File: config.mk
export PLATFORM = sky130hd
export DESIGN_NAME = date_period_overlap_days
export DESIGN_NICKNAME = d
export VERILOG_FILES = /design/src/dpod_pkg.sv /design/src/dpod_div25.sv /design/src/dpod_alu.sv /design/src/date_period_overlap_days.sv
export SDC_FILE = /design/constraint.sdc
export NUM_CORES = 1
export LEC_CHECK = 0
export BUFFER_PORTS_ARGS = -buffer_cell sky130_fd_sc_hd__buf_2
export CORE_MARGIN = 2
export CORE_UTILIZATION = 45
export DETAILED_ROUTE_END_ITERATION = 8
export GPL_TIMING_DRIVEN = 0
export PLACE_DENSITY = 0.6
export SLEW_MARGIN = 20
export SYNTH_ARGS = -nofsm -noshare
export SYNTH_HDL_FRONTEND = slang
export SYNTH_SLANG_ARGS = --single-unit
File: constraint.sdc
create_clock -name clk -period 21.1 [get_ports clk]
set_input_delay 4.22 -clock clk [delete_from_list [all_inputs] [get_ports clk]]
set_output_delay 4.22 -clock clk [all_outputs]
set_load 0.02 [all_outputs]
File: src/dpod_pkg.sv
// Types, codes and calendar tables for the date period overlap block
package dpod_pkg;

	typedef struct packed {
		logic [4:0]  a_start_day;
		logic [3:0]  a_start_month;
		logic [13:0] a_start_year;
		logic [4:0]  a_end_day;
		logic [3:0]  a_end_month;
		logic [13:0] a_end_year;
		logic [4:0]  b_start_day;
		logic [3:0]  b_start_month;
		logic [13:0] b_start_year;
		logic [4:0]  b_end_day;
		logic [3:0]  b_end_month;
		logic [13:0] b_end_year;
	} dpod_in_t;

	typedef struct packed {
		logic [21:0] overlap_days;
		logic        date_error;
	} dpod_out_t;

	localparam int unsigned SerialW = 22;
	localparam int unsigned YearMax = 9999;

	// accumulator operations
	localparam logic [1:0] OP_HOLD = 2'd0;
	localparam logic [1:0] OP_LOAD = 2'd1;
	localparam logic [1:0] OP_ADD  = 2'd2;
	localparam logic [1:0] OP_SUB  = 2'd3;

	localparam logic [3:0] MONTH_FEB = 4'd2;

	// days in a month of a common year; February handled by the caller
	function automatic logic [4:0] month_len(input logic [3:0] m);
		logic [4:0] r;
		case (m)
			4'd1, 4'd3, 4'd5, 4'd7, 4'd8, 4'd10, 4'd12: r = 5'd31;
			4'd4, 4'd6, 4'd9, 4'd11:                    r = 5'd30;
			4'd2:                                       r = 5'd28;
			default:                                    r = 5'd0;
		endcase
		return r;
	endfunction

	// days of a common year before the first of month m
	function automatic logic [8:0] days_before(input logic [3:0] m);
		logic [8:0] r;
		case (m)
			4'd1:    r = 9'd0;
			4'd2:    r = 9'd31;
			4'd3:    r = 9'd59;
			4'd4:    r = 9'd90;
			4'd5:    r = 9'd120;
			4'd6:    r = 9'd151;
			4'd7:    r = 9'd181;
			4'd8:    r = 9'd212;
			4'd9:    r = 9'd243;
			4'd10:   r = 9'd273;
			4'd11:   r = 9'd304;
			4'd12:   r = 9'd334;
			default: r = 9'd0;
		endcase
		return r;
	endfunction

endpackage

File: src/dpod_div25.sv
// Shared divide-by-25 unit: reciprocal multiply, exact for 12-bit operands
module dpod_div25 (
	input  logic [11:0] x,
	output logic [7:0]  q
);
	import dpod_pkg::*;

	logic [24:0] prod;

	// 5243 / 2^17 sits just above 1/25; the excess stays below one step for x < 4096
	assign prod = {13'd0, x} * 25'd5243;
	assign q    = prod[24:17];

endmodule

File: src/dpod_alu.sv
// Shared accumulator: load, add or subtract one operand per cycle, or hold
module dpod_alu (
	input  logic                        clk,
	input  logic [1:0]                  op,
	input  logic [dpod_pkg::SerialW-1:0] operand,
	output logic [dpod_pkg::SerialW-1:0] acc
);
	import dpod_pkg::*;

	logic [SerialW-1:0] acc_q;

	always_ff @(posedge clk) begin
		unique case (op)
			OP_LOAD: acc_q <= operand;
			OP_ADD:  acc_q <= acc_q + operand;
			OP_SUB:  acc_q <= acc_q - operand;
			default: acc_q <= acc_q;
		endcase
	end

	assign acc = acc_q;

endmodule

File: src/date_period_overlap_days.sv
// Top level: day count of the overlap of two Gregorian date periods
//
//  channel   | direction | signals                  | handshake
//  ----------+-----------+--------------------------+------------------------------
//  request   | in        | dates (dpod_in_t)        | taken when start && !busy
//  result    | out       | result (dpod_out_t)      | shown for one cycle with done
//
// A request runs from acceptance to its done strobe through six steps of the
// shared accumulator per date for four dates, then one compare and one count step.
// The accumulator and the divide-by-25 unit are used at most once per step; busy stays
// high throughout. done rises with busy already low, so a new request may be
// taken in the cycle the result is shown. Reset clears the sequencer and done.
module date_period_overlap_days (
	input  logic                clk,
	input  logic                arst_n,
	input  logic                start,
	input  dpod_pkg::dpod_in_t  dates,
	output logic                busy,
	output logic                done,
	output dpod_pkg::dpod_out_t result
);
	import dpod_pkg::*;

	localparam logic [1:0] ST_IDLE  = 2'd0;
	localparam logic [1:0] ST_DATE  = 2'd1;
	localparam logic [1:0] ST_ORDER = 2'd2;
	localparam logic [1:0] ST_COUNT = 2'd3;

	localparam logic [2:0] PH_CENT  = 3'd0;
	localparam logic [2:0] PH_QUAD  = 3'd1;
	localparam logic [2:0] PH_SUB   = 3'd2;
	localparam logic [2:0] PH_QCENT = 3'd3;
	localparam logic [2:0] PH_MDAY  = 3'd4;
	localparam logic [2:0] PH_STORE = 3'd5;

	localparam logic [1:0] IDX_LAST = 2'd3;

	logic [1:0]         state_q;
	logic [2:0]         phase_q;
	logic [1:0]         idx_q;
	dpod_in_t           in_q;
	logic               err_q;
	logic               leap_q;
	logic [7:0]         yq_q;
	logic [7:0]         p100_q;
	logic [7:0]         p400_q;
	logic [SerialW-1:0] s_q [4];
	logic [SerialW-1:0] lo_q;
	logic [SerialW-1:0] hi_q;
	logic               ord_q;
	logic               done_q;
	dpod_out_t          result_q;

	logic [4:0]         d;
	logic [3:0]         m;
	logic [13:0]        y;
	logic [13:0]        p;
	logic [11:0]        div_x;
	logic [7:0]         div_q;
	logic [1:0]         alu_op;
	logic [SerialW-1:0] alu_opnd;
	logic [SerialW-1:0] acc;
	logic [22:0]        m365;
	logic [14:0]        y100;
	logic               c100;
	logic               leap_now;
	logic [4:0]         dim;
	logic               date_ok;
	logic [9:0]         mday;

	// pick the date under work
	always_comb begin
		unique case (idx_q)
			2'd0: begin
				d = in_q.a_start_day;
				m = in_q.a_start_month;
				y = in_q.a_start_year;
			end
			2'd1: begin
				d = in_q.a_end_day;
				m = in_q.a_end_month;
				y = in_q.a_end_year;
			end
			2'd2: begin
				d = in_q.b_start_day;
				m = in_q.b_start_month;
				y = in_q.b_start_year;
			end
			default: begin
				d = in_q.b_end_day;
				m = in_q.b_end_month;
				y = in_q.b_end_year;
			end
		endcase
	end

	assign p = y - 14'd1;

	// y/4/25 = y/100, p/4/25 = p/100, p/16/25 = p/400
	always_comb begin
		case (phase_q)
			PH_CENT: div_x = y[13:2];
			PH_QUAD: div_x = p[13:2];
			default: div_x = {2'd0, p[13:4]};
		endcase
	end

	dpod_div25 u_div25 (
		.x (div_x),
		.q (div_q)
	);

	assign y100     = {7'd0, yq_q} * 15'd100;
	assign c100     = (y100 == {1'b0, y});
	assign leap_now = ((y[1:0] == 2'd0) && !c100) || (c100 && (yq_q[1:0] == 2'd0));
	assign dim      = (m == MONTH_FEB) ? (5'd28 + {4'd0, leap_q}) : month_len(m);
	assign date_ok  = (y != 14'd0) && (y <= 14'(YearMax)) && (m != 4'd0) && (m <= 4'd12)
		&& (d != 5'd0) && (d <= dim);
	assign mday     = {1'b0, days_before(m)} + {5'd0, d}
		+ {9'd0, leap_q && (m > MONTH_FEB)};
	assign m365     = {9'd0, p} * 23'd365;

	always_comb begin
		alu_op   = OP_HOLD;
		alu_opnd = m365[SerialW-1:0];
		if (state_q == ST_DATE) begin
			case (phase_q)
				PH_CENT: begin
					alu_op   = OP_LOAD;
					alu_opnd = m365[SerialW-1:0];
				end
				PH_QUAD: begin
					alu_op   = OP_ADD;
					alu_opnd = {10'd0, p[13:2]};
				end
				PH_SUB: begin
					alu_op   = OP_SUB;
					alu_opnd = {14'd0, p100_q};
				end
				PH_QCENT: begin
					alu_op   = OP_ADD;
					alu_opnd = {14'd0, p400_q};
				end
				PH_MDAY: begin
					alu_op   = OP_ADD;
					alu_opnd = {12'd0, mday};
				end
				default: begin
					alu_op   = OP_HOLD;
				end
			endcase
		end
	end

	dpod_alu u_alu (
		.clk     (clk),
		.op      (alu_op),
		.operand (alu_opnd),
		.acc     (acc)
	);

	// sequencer
	always_ff @(posedge clk or negedge arst_n) begin
		if (!arst_n) begin
			state_q <= ST_IDLE;
			phase_q <= PH_CENT;
			idx_q   <= 2'd0;
			err_q   <= 1'b0;
			done_q  <= 1'b0;
		end else begin
			done_q <= 1'b0;
			unique case (state_q)
				ST_IDLE: begin
					if (start) begin
						state_q <= ST_DATE;
						phase_q <= PH_CENT;
						idx_q   <= 2'd0;
						err_q   <= 1'b0;
					end
				end
				ST_DATE: begin
					if (phase_q == PH_MDAY && !date_ok) begin
						err_q <= 1'b1;
					end
					if (phase_q == PH_STORE) begin
						phase_q <= PH_CENT;
						if (idx_q == IDX_LAST) begin
							state_q <= ST_ORDER;
						end else begin
							idx_q <= idx_q + 2'd1;
						end
					end else begin
						phase_q <= phase_q + 3'd1;
					end
				end
				ST_ORDER: begin
					state_q <= ST_COUNT;
				end
				default: begin
					state_q <= ST_IDLE;
					done_q  <= 1'b1;
				end
			endcase
		end
	end

	// datapath registers
	always_ff @(posedge clk) begin
		if (state_q == ST_IDLE && start) begin
			in_q <= dates;
		end
		if (state_q == ST_DATE) begin
			case (phase_q)
				PH_CENT:  yq_q   <= div_q;
				PH_QUAD: begin
					p100_q <= div_q;
					leap_q <= leap_now;
				end
				PH_SUB:   p400_q <= div_q;
				PH_STORE: s_q[idx_q] <= acc;
				default: ;
			endcase
		end
		if (state_q == ST_ORDER) begin
			lo_q  <= (s_q[0] >= s_q[2]) ? s_q[0] : s_q[2];
			hi_q  <= (s_q[1] <= s_q[3]) ? s_q[1] : s_q[3];
			ord_q <= (s_q[0] <= s_q[1]) && (s_q[2] <= s_q[3]);
		end
		if (state_q == ST_COUNT) begin
			result_q.date_error <= err_q;
			if (err_q || !ord_q || (lo_q > hi_q)) begin
				result_q.overlap_days <= '0;
			end else begin
				result_q.overlap_days <= hi_q - lo_q + 22'd1;
			end
		end
	end

	assign busy   = (state_q != ST_IDLE);
	assign done   = done_q;
	assign result = result_q;

endmodule

==> results of run 1 <==
==> metrics by stage <==
stage	utilization [%]	hold WS, ps	cells	setup WS [ps]	area (um2)
finish	50.35	545.3	3045	10310	26300
floorplan	-	459.6	2171	12180	23640
global route	50.35	566.0	3045	9595	26300
global placement	48.05	523.1	2978	10400	25100
CTS	50.34	552.4	3045	10310	26290
detailed placement	48.16	538.2	2980	10330	25160
==> worst max-delay path, delay by kind of cell, from the launching register on <==
kind                     cells  cell delay (ps)
AO/OA/AOI/OAI               10             2370
XOR/XNOR                     5             1370
adder cells (fa/ha/maj)      7             2480
buffers and inverters        9             2110
flip-flops                   1              430
AND/OR/NAND/NOR              7             1710
==> routing by layer <==
layer | up-vias | routed length (um)
met5 | - | 0
met4 | 0 | 2253
met3 | 118 | 1913
met2 | 353 | 27830
met1 | 7918 | 22770
li1 | 8085 | -
==> Yosys cell counts, types with 26 or more instances <==
library cell,number,area [um2]
sky130_fd_sc_hd__a21o_1,85,638.1
sky130_fd_sc_hd__a21oi_1,101,505.5
sky130_fd_sc_hd__clkbuf_1,28,105.1
sky130_fd_sc_hd__edfxtp_1,295,8859
sky130_fd_sc_hd__fa_1,84,1682
sky130_fd_sc_hd__ha_1,370,4629
sky130_fd_sc_hd__inv_1,327,1227
sky130_fd_sc_hd__mux2_2,27,304.0
sky130_fd_sc_hd__mux2i_1,28,280.3
sky130_fd_sc_hd__nand2_1,102,382.9
sky130_fd_sc_hd__nand3_1,26,130.1
sky130_fd_sc_hd__nor2_1,100,375.4
sky130_fd_sc_hd__o21ai_0,86,430.4
sky130_fd_sc_hd__xnor2_1,81,709.4
sky130_fd_sc_hd__xor2_1,50,437.9
==> cell families (layout without fill, tap and decap cells) <==
group                    after synthesis  count (layout)  synth area share [%]
AO/OA/AOI/OAI                        458             458                 13.01
XOR/XNOR                             133             133                 5.017
adder cells (fa/ha/maj)              455             455                 26.73
buffers and inverters                373             559                 6.038
flip-flops                           304             304                 38.42
multiplexers                          57              57                 2.577
AND/OR/NAND/NOR                      391             391                 8.208
==> cells in the final DEF, fill, tap and decap left out, types with 6 or more instances in the layout <==
cell                        Yosys  routed
sky130_fd_sc_hd__nand4_1       24      24
sky130_fd_sc_hd__nor2b_1       22      22
sky130_fd_sc_hd__dfrtp_1        9       9
sky130_fd_sc_hd__o21ai_0       86      86
sky130_fd_sc_hd__ha_1         370     368
sky130_fd_sc_hd__nand3_1       26      26
sky130_fd_sc_hd__a21o_1        85      85
sky130_fd_sc_hd__o211ai_1       8       8
sky130_fd_sc_hd__and2_1        12      11
sky130_fd_sc_hd__xor2_1        50      50
sky130_fd_sc_hd__xnor2_1       81      81
sky130_fd_sc_hd__nor2_1       100      99
sky130_fd_sc_hd__mux2_2        27      27
sky130_fd_sc_hd__buf_2          7     126
sky130_fd_sc_hd__clkbuf_16      0      36
sky130_fd_sc_hd__a31oi_1       15      15
sky130_fd_sc_hd__a22oi_1       10      10
sky130_fd_sc_hd__buf_1          6       6
sky130_fd_sc_hd__and4_1         9       9
sky130_fd_sc_hd__nor4_1        11      11
sky130_fd_sc_hd__fa_1          84      84
sky130_fd_sc_hd__and3_1        12       8
sky130_fd_sc_hd__o31a_1         8       8
sky130_fd_sc_hd__mux2i_1       28      28
sky130_fd_sc_hd__nand2_1      102     102
sky130_fd_sc_hd__nand2b_1      23      23
sky130_fd_sc_hd__nor3_1        20      20
sky130_fd_sc_hd__inv_1        327     327
sky130_fd_sc_hd__edfxtp_1     295     295
sky130_fd_sc_hd__a211oi_1      13      13
sky130_fd_sc_hd__or3_1          6       6
sky130_fd_sc_hd__a21oi_1      101     101
sky130_fd_sc_hd__o31ai_1        9       9
sky130_fd_sc_hd__o41ai_1        6       6
sky130_fd_sc_hd__o21a_1        23      23
sky130_fd_sc_hd__clkbuf_1      28      37
sky130_fd_sc_hd__o21bai_1      14      14
sky130_fd_sc_hd__a222oi_1      19      19
sky130_fd_sc_hd__a221oi_1       9       9
==> worst max path at each step <==
stage	startpoint	end	slack (ps)	cells after the start
floorplan	idx_q[0]	u_alu.acc[20]	12180	37
global placement	idx_q[0]	u_alu.acc[20]	10400	38
detailed placement	idx_q[0]	u_alu.acc[20]	10330	38
CTS	idx_q[0]	u_alu.acc[20]	10310	38
global route	idx_q[0]	u_alu.acc[21]	9590	40
finish	idx_q[0]	u_alu.acc[20]	10310	38
==> sequential cells by signal, summed over array words and instances, names as in the netlist, 3 cells and up <==
register   flops
in_q          92
s_q           88
result        23
hi_q          22
lo_q          22
u_alu.acc     22
p100_q         8
p400_q         8
yq_q           8
phase_q        3
==> cell type report <==
| cell class | instances | area, um2 |
|---|---|---|
| buffer | 44 | 192.7 |
| tap | 688 | 860.8 |
| inverter | 329 | 1235 |
| sequential | 304 | 9084 |
| clock buffer | 46 | 948.4 |
| timing repair buffer | 121 | 643.1 |
| fill | 4734 | 25930 |
| clock inverter | 19 | 188.9 |
| multi-input combinational | 1494 | 13150 |
==> results, run 1 <==
- The flow ran to the end, and the final reports show no timing, DRC or antenna violations.
- Entering global routing, the biggest net connects 49 pins.
- Global routing used 38.42% of the available met2 tracks.
- The worst setup path is launched from a flip-flop.
- The number of distinct standard cells referenced by the synthesized netlist is 75.
- The flip-flop cell with the highest count after synthesis is sky130_fd_sc_hd__edfxtp_1.
- The routing usage on met3 is 2.075%.
- After synthesis, flip-flops and latches occupy 38.42% of the total area.
- The count of cells along the worst register-to-register path is 38.
- Counting every net in the synthesized netlist gives 2720.
- For this run the aggregate overflow at the end of global routing stands at 0.
- The transition time of the tightest slew-check pin is around 1100 ps.
- The clock drives between 300 and 400 sinks.
- The number of hold buffers added after CTS was 0.
- TritonCTS built the clock tree.
- The floorplan step set the die height to 233.2 um.
- In the synthesized netlist the async set-or-reset flop fraction comes to 2.961%.
- Dividing the detail-routed wire length by the instance count gives 17.99 um.
- The count of TritonRoute iterations in the first routing pass is 7.
- The post-synthesis area per instance is 10.89 um2.
- The final worst-path cycle share is 51.13%.
- The sum of negative setup slack is 0 ps.
- The global routing stage identified its most utilized layer as met2.
- The worst setup path is captured at a flip-flop.
- In the final layout, the share of cells above drive strength 1 is between 9 and 10%.
- The initialized floorplan defines 84 standard-cell rows.
- The slowest cell on the critical path is sky130_fd_sc_hd__xnor2_1.
- Of all nets on the critical path, the largest fanout is 10.
- The final net count is roughly 2900.
- After detailed routing, the number of vias per cell comes to 5.410.
- During synthesis, Yosys emitted a total of 0 warnings.
- The clock reaches the later pin of the worst-skew pair after ~550 ps.
- The count of buffers added on input and output ports is 119.
- The via count of the first global-routing pass is between 15000 and 20000.
- The total global-route track usage is roughly a fifth.
- The first routing iteration left 871 violations.
- The type of the worst setup path is reg -> reg.
- Headroom to the max-slew limit came out at 25.01%.
- The number of antenna violations at the first check in global routing was 0.
- From synthesis to final layout, the design area changed by 11.23%.
- The required arrival time at the worst endpoint is 21360 ps.
- The number of failing hold endpoints at the final stage is 0.
- The setup slack of the worst register-to-register path is 10310 ps.
- Across the run, the number of max-cap violations was 0.
- Setup repair after global routing left no endpoint under its margin.
- The number of vias after detailed routing is roughly 16000.
- On the worst path, the slowest cell contributes a delay of just under 600 ps.
- The setup violation total in the final timing report is 0.
- The count of state elements after synthesis is 304.
- The number of antenna repair diodes is 0.
- The first global-routing pass estimated 89160 um of wire.
- The total detailed-routing wirelength is 54770 um.
- Based on the critical path, the design can be clocked at up to a little over 90 MHz.
- Counting I/O delays and the setup requirement, the final critical path takes 10790 ps.
- The worst endpoint data arrival time is ~11000 ps.
- The number of buffers added for setup after CTS is 0.
- The met1 global-route usage is 24.64%.
- The number of clock buffers added by TritonCTS is 36.
- In this run the critical register-to-register path is captured at u_alu.acc[20].
- The HPWL reported at the end of detailed placement is ~45000 um.
- The final RePlAce weighted congestion is 0.8967.
- The total DRC errors in the routed layout is 0.
- The count of cells along the worst hold path is 0.
- The post-synthesis instance area is roughly 24000 um2.
- The max-slew violation count was 0.
- The post-synthesis cell count is 2171.
- The buffer cell driving the clock tree root is sky130_fd_sc_hd__clkbuf_16.
- The core area is ~52000 um2.
- The level count of the clock H-tree is 2.
- The boundary pin count is 120.
- The clock edge transition at the registers on the reported setup and hold paths is 60 ps.
- The number of nets still failing antenna checks after routing is 0.
- No sink is reached through more buffers than the 3 on the longest clock path.
- The min-delay analysis places its worst path in the category reg -> reg.
- The post-cts resize count is 0.
- From left edge to right edge, the die measures 233.2 um.
- The total die area is 54390 um2.
- The cell occurring most often along the worst timing path is sky130_fd_sc_hd__ha_1.
- The startpoint identified for the worst hold timing path is u_alu.acc[18].
- Counting flops with a built-in enable in the synthesized netlist gives 295.
- The beginning of the worst register-to-register path is idx_q[0].
- For the final database, setup skew stands at 25.93 ps.
- Once the floorplan was initialized, standard cells occupied 45.26% of the core.
- The worst min-delay path endpoint is s_q[2][18].
Power of run 1 is not shown: default switching activity piles up to over one toggle a cycle in this logic, so the estimate is an artifact.
==> run 2, diff against run 1 <==
==> constraint.sdc (replaced) <==
create_clock -name clk -period 10.65 [get_ports clk]
set_input_delay 2.13 -clock clk [delete_from_list [all_inputs] [get_ports clk]]
set_output_delay 2.13 -clock clk [all_outputs]
set_load 0.02 [all_outputs]
==> run 2 against run 1 <==
Compared with the run above: final cell count barely moved; clock skew fell by 0.62 ps; maximum frequency rose by 8.4%; die area did not move.
==> results, run 2 (same netlist as run 1, synthesis figures left out) <==
- The die extent in y came to 233.2 um (unchanged).
- The number of vias after detailed routing was 16450 (-0.13%).
- The beginning of the worst register-to-register path is idx_q[0].
- The biggest fanout along the worst timing path is 6 (-4).
- The type of the worst setup path is reg -> reg.
- The total detailed-routing wirelength came to 54650 um (-0.22%).
- The number of antenna repair diodes is 0 (unchanged).
- The startpoint of the most critical hold path is u_alu.acc[18].
- The setup violation total in the final timing report came to 0 (unchanged).
- The number of antenna violations at the first check in global routing was 0 (unchanged).
- The maximum root-to-sink buffer count is 3 (unchanged).
- The core area is 52240 um2 (unchanged).
- The cell occurring most often along the worst timing path is sky130_fd_sc_hd__inv_1.
- The endpoint identified for the worst register-to-register timing path is u_alu.acc[20].
- The delay contributed by the slowest stage of the critical path is 540 ps (-50 ps).
- The clock sink total was 304 (unchanged).
- TritonCTS built the clock tree.
- The min-delay analysis places its worst path in the category reg -> reg.
- STA classifies the critical path endpoint as a flip-flop.
- The layout cell share with drive strength beyond 1 is 9.979% (+0.14 points).
- The register with the most flip-flops is in_q.
- The transition time of the tightest slew-check pin came to 1090 ps (-23.23 ps).
- The final RePlAce weighted congestion is 0.8967 (unchanged).
- The HPWL reported at the end of detailed placement is 44520 um (unchanged).
- The maximum number of pins on one net before global-route repair came to 49 (unchanged).
- In the layout the commonest cells are sky130_fd_sc_hd__ha_1 (368), sky130_fd_sc_hd__inv_1 (327), sky130_fd_sc_hd__edfxtp_1 (295), sky130_fd_sc_hd__buf_2 (126), sky130_fd_sc_hd__nand2_1 (102).
- The setup slack of the worst register-to-register path is 690 ps (-9620 ps).
- The number of max-cap violations is 0 (unchanged).
- The via-per-instance ratio is 5.407 (about the same).
- The count of placed standard cells in the final layout, fillers left out came to 3043 (-0.066%).
- Grouping stages by cell kind, the critical path spends the most delay in compound AO/OA/AOI/OAI gates.
- The max-slew violation count is 0 (unchanged).
- The cell count after placement was 2980 (unchanged).
- The chip width is 233.2 um (unchanged).
- The growth of design area from synthesis to finish was 11.28% (about the same).
- The count of cells along the worst hold path is 0 (unchanged).
- The total die area is 54390 um2 (unchanged).
- The row count is 84 (unchanged).
- The worst-case clock skew is 25.32 ps (-0.6187 ps).
- The mean routed wirelength per cell is 17.96 um (-0.15%).
- The count of buffer and inverter cells on the critical path is 6 (-3).
- The path with the worst hold slack has its endpoint at s_q[2][18].
- The total DRC errors in the routed layout came to 0 (unchanged).
- The category of the worst setup path launch point is a flip-flop.
- The achievable clock frequency came to 100.4 MHz (+8.4%).
- The initial detailed-routing violation count came to 846 (-2.9%).
- The boundary pin count is 120 (unchanged).
- The shortest clock period the worst path allows after layout was 9956 ps (-832.5 ps).
- The count of cells along the worst register-to-register path is 35 (-7.9%).
- The level count of the clock H-tree came to 2 (unchanged).
- For this design, the slowest cell found on the critical path is sky130_fd_sc_hd__fa_1.
- The count of TritonRoute iterations in the first routing pass is 7 (unchanged).
- The total clock buffers created by CTS is 36 (unchanged).
- The clock latency on the worst-skew pair was 550 ps (about the same).
- Setup repair after global routing left no endpoint under its margin.
- The flip-flop count of the largest register, all copies and words added came to 92 (unchanged).
- The required arrival time at the worst endpoint is 10910 ps (-10450 ps).
- The number of I/O port buffers was 119 (unchanged).
- The number of failing hold endpoints at the final stage is 0 (unchanged).
- The worst endpoint data arrival time is 10220 ps (-830 ps).
- The initial standard-cell utilization of the core is 45.26% (unchanged).
- Leaving out fill and tap cells, the most frequent cell in the layout is sky130_fd_sc_hd__ha_1.
- The number of nets still failing antenna checks after routing is 0 (unchanged).
- The clock edge transition at the registers on the reported setup and hold paths was 50 ps (about the same).
- The relative slew slack is 27.16% (+2.2 points).
- The total global-route track usage is 20.87% (about the same).
- The root buffer cell chosen for the clock tree is sky130_fd_sc_hd__clkbuf_16.
- The final worst-path cycle share is 93.49% (+42 points).
- The first-pass GRT wire length was 89170 um (about the same).
- The via count of the first global-routing pass is 17380 (unchanged).
- The flow ran to the end, and the final reports show no timing, DRC or antenna violations.
- The final net count came to 2877 (-0.069%).
- The total congestion overflow after global routing is 0 (unchanged).
## run 2: cell types whose count changed in the layout (fill, tap and decap cells not counted)
cell | previous run | this run
sky130_fd_sc_hd__buf_1 | 6 | 5
sky130_fd_sc_hd__clkbuf_1 | 37 | 35
sky130_fd_sc_hd__clkbuf_4 | 0 | 1
sky130_fd_sc_hd__o21ai_0 | 86 | 85
sky130_fd_sc_hd__o21ai_1 | 5 | 6
sky130_fd_sc_hd__xnor2_1 | 81 | 80
sky130_fd_sc_hd__xnor2_2 | 1 | 2
sky130_fd_sc_hd__xor2_1 | 50 | 49
sky130_fd_sc_hd__xor2_2 | 0 | 1
## run 2: per-layer routing
| layer | routed length, um | track usage, % |
|---|---|---|
| met4 | 2247 | 8.798 |
| met5 | 0 | 0 |
| met3 | 1760 | 2.100 |
| met2 | 27810 | 38.42 |
| met1 | 22830 | 24.63 |
## run 2: area by class of cell
class	count	area, um2
timing repair buffer	121	643.1
clock inverter	19	188.9
inverter	329	1235
fill	4728	25920
clock buffer	46	948.4
buffer	42	188.9
tap	688	860.8
sequential	304	9084
multi-input combinational	1494	13160
## run 2: worst max-delay path by stage
stage	from	cells past startpoint	endpoint	slack (ps)
after CTS	idx_q[0]	37	u_alu.acc[20]	90
final	idx_q[0]	35	u_alu.acc[20]	690
after floorplan	idx_q[0]	37	u_alu.acc[20]	1730
after detailed placement	idx_q[0]	38	u_alu.acc[20]	-120
after global routing	idx_q[0]	37	u_alu.acc[21]	120
after global placement	idx_q[0]	38	u_alu.acc[20]	-50
## run 2: repair_timing
item / in CTS / in global routing
gates resized for setup: 2 / 4
endpoints found under the setup margin: 3 / 6
buffers inserted: 0 / 0
hold buffers: 0 / 0
## run 2: through the flow
step | setup TNS (ps) | hold WS [ps] | utilization (%) | setup WS (ps) | area [um2]
2_1_floorplan | 0 | 459.6 | - | 1731 | 23640
3_3_place_gp | -52.06 | 523.1 | 48.05 | -52.06 | 25100
3_5_place_dp | -120.9 | 538.2 | 48.16 | -120.9 | 25160
4_1_cts | 0 | 552.4 | 50.35 | 94.89 | 26300
5_1_grt | 0 | 566.0 | 50.37 | 115.5 | 26310
6_report | 0 | 545.0 | 50.37 | 693.7 | 26310
Power of run 2 is left out for the same reason.
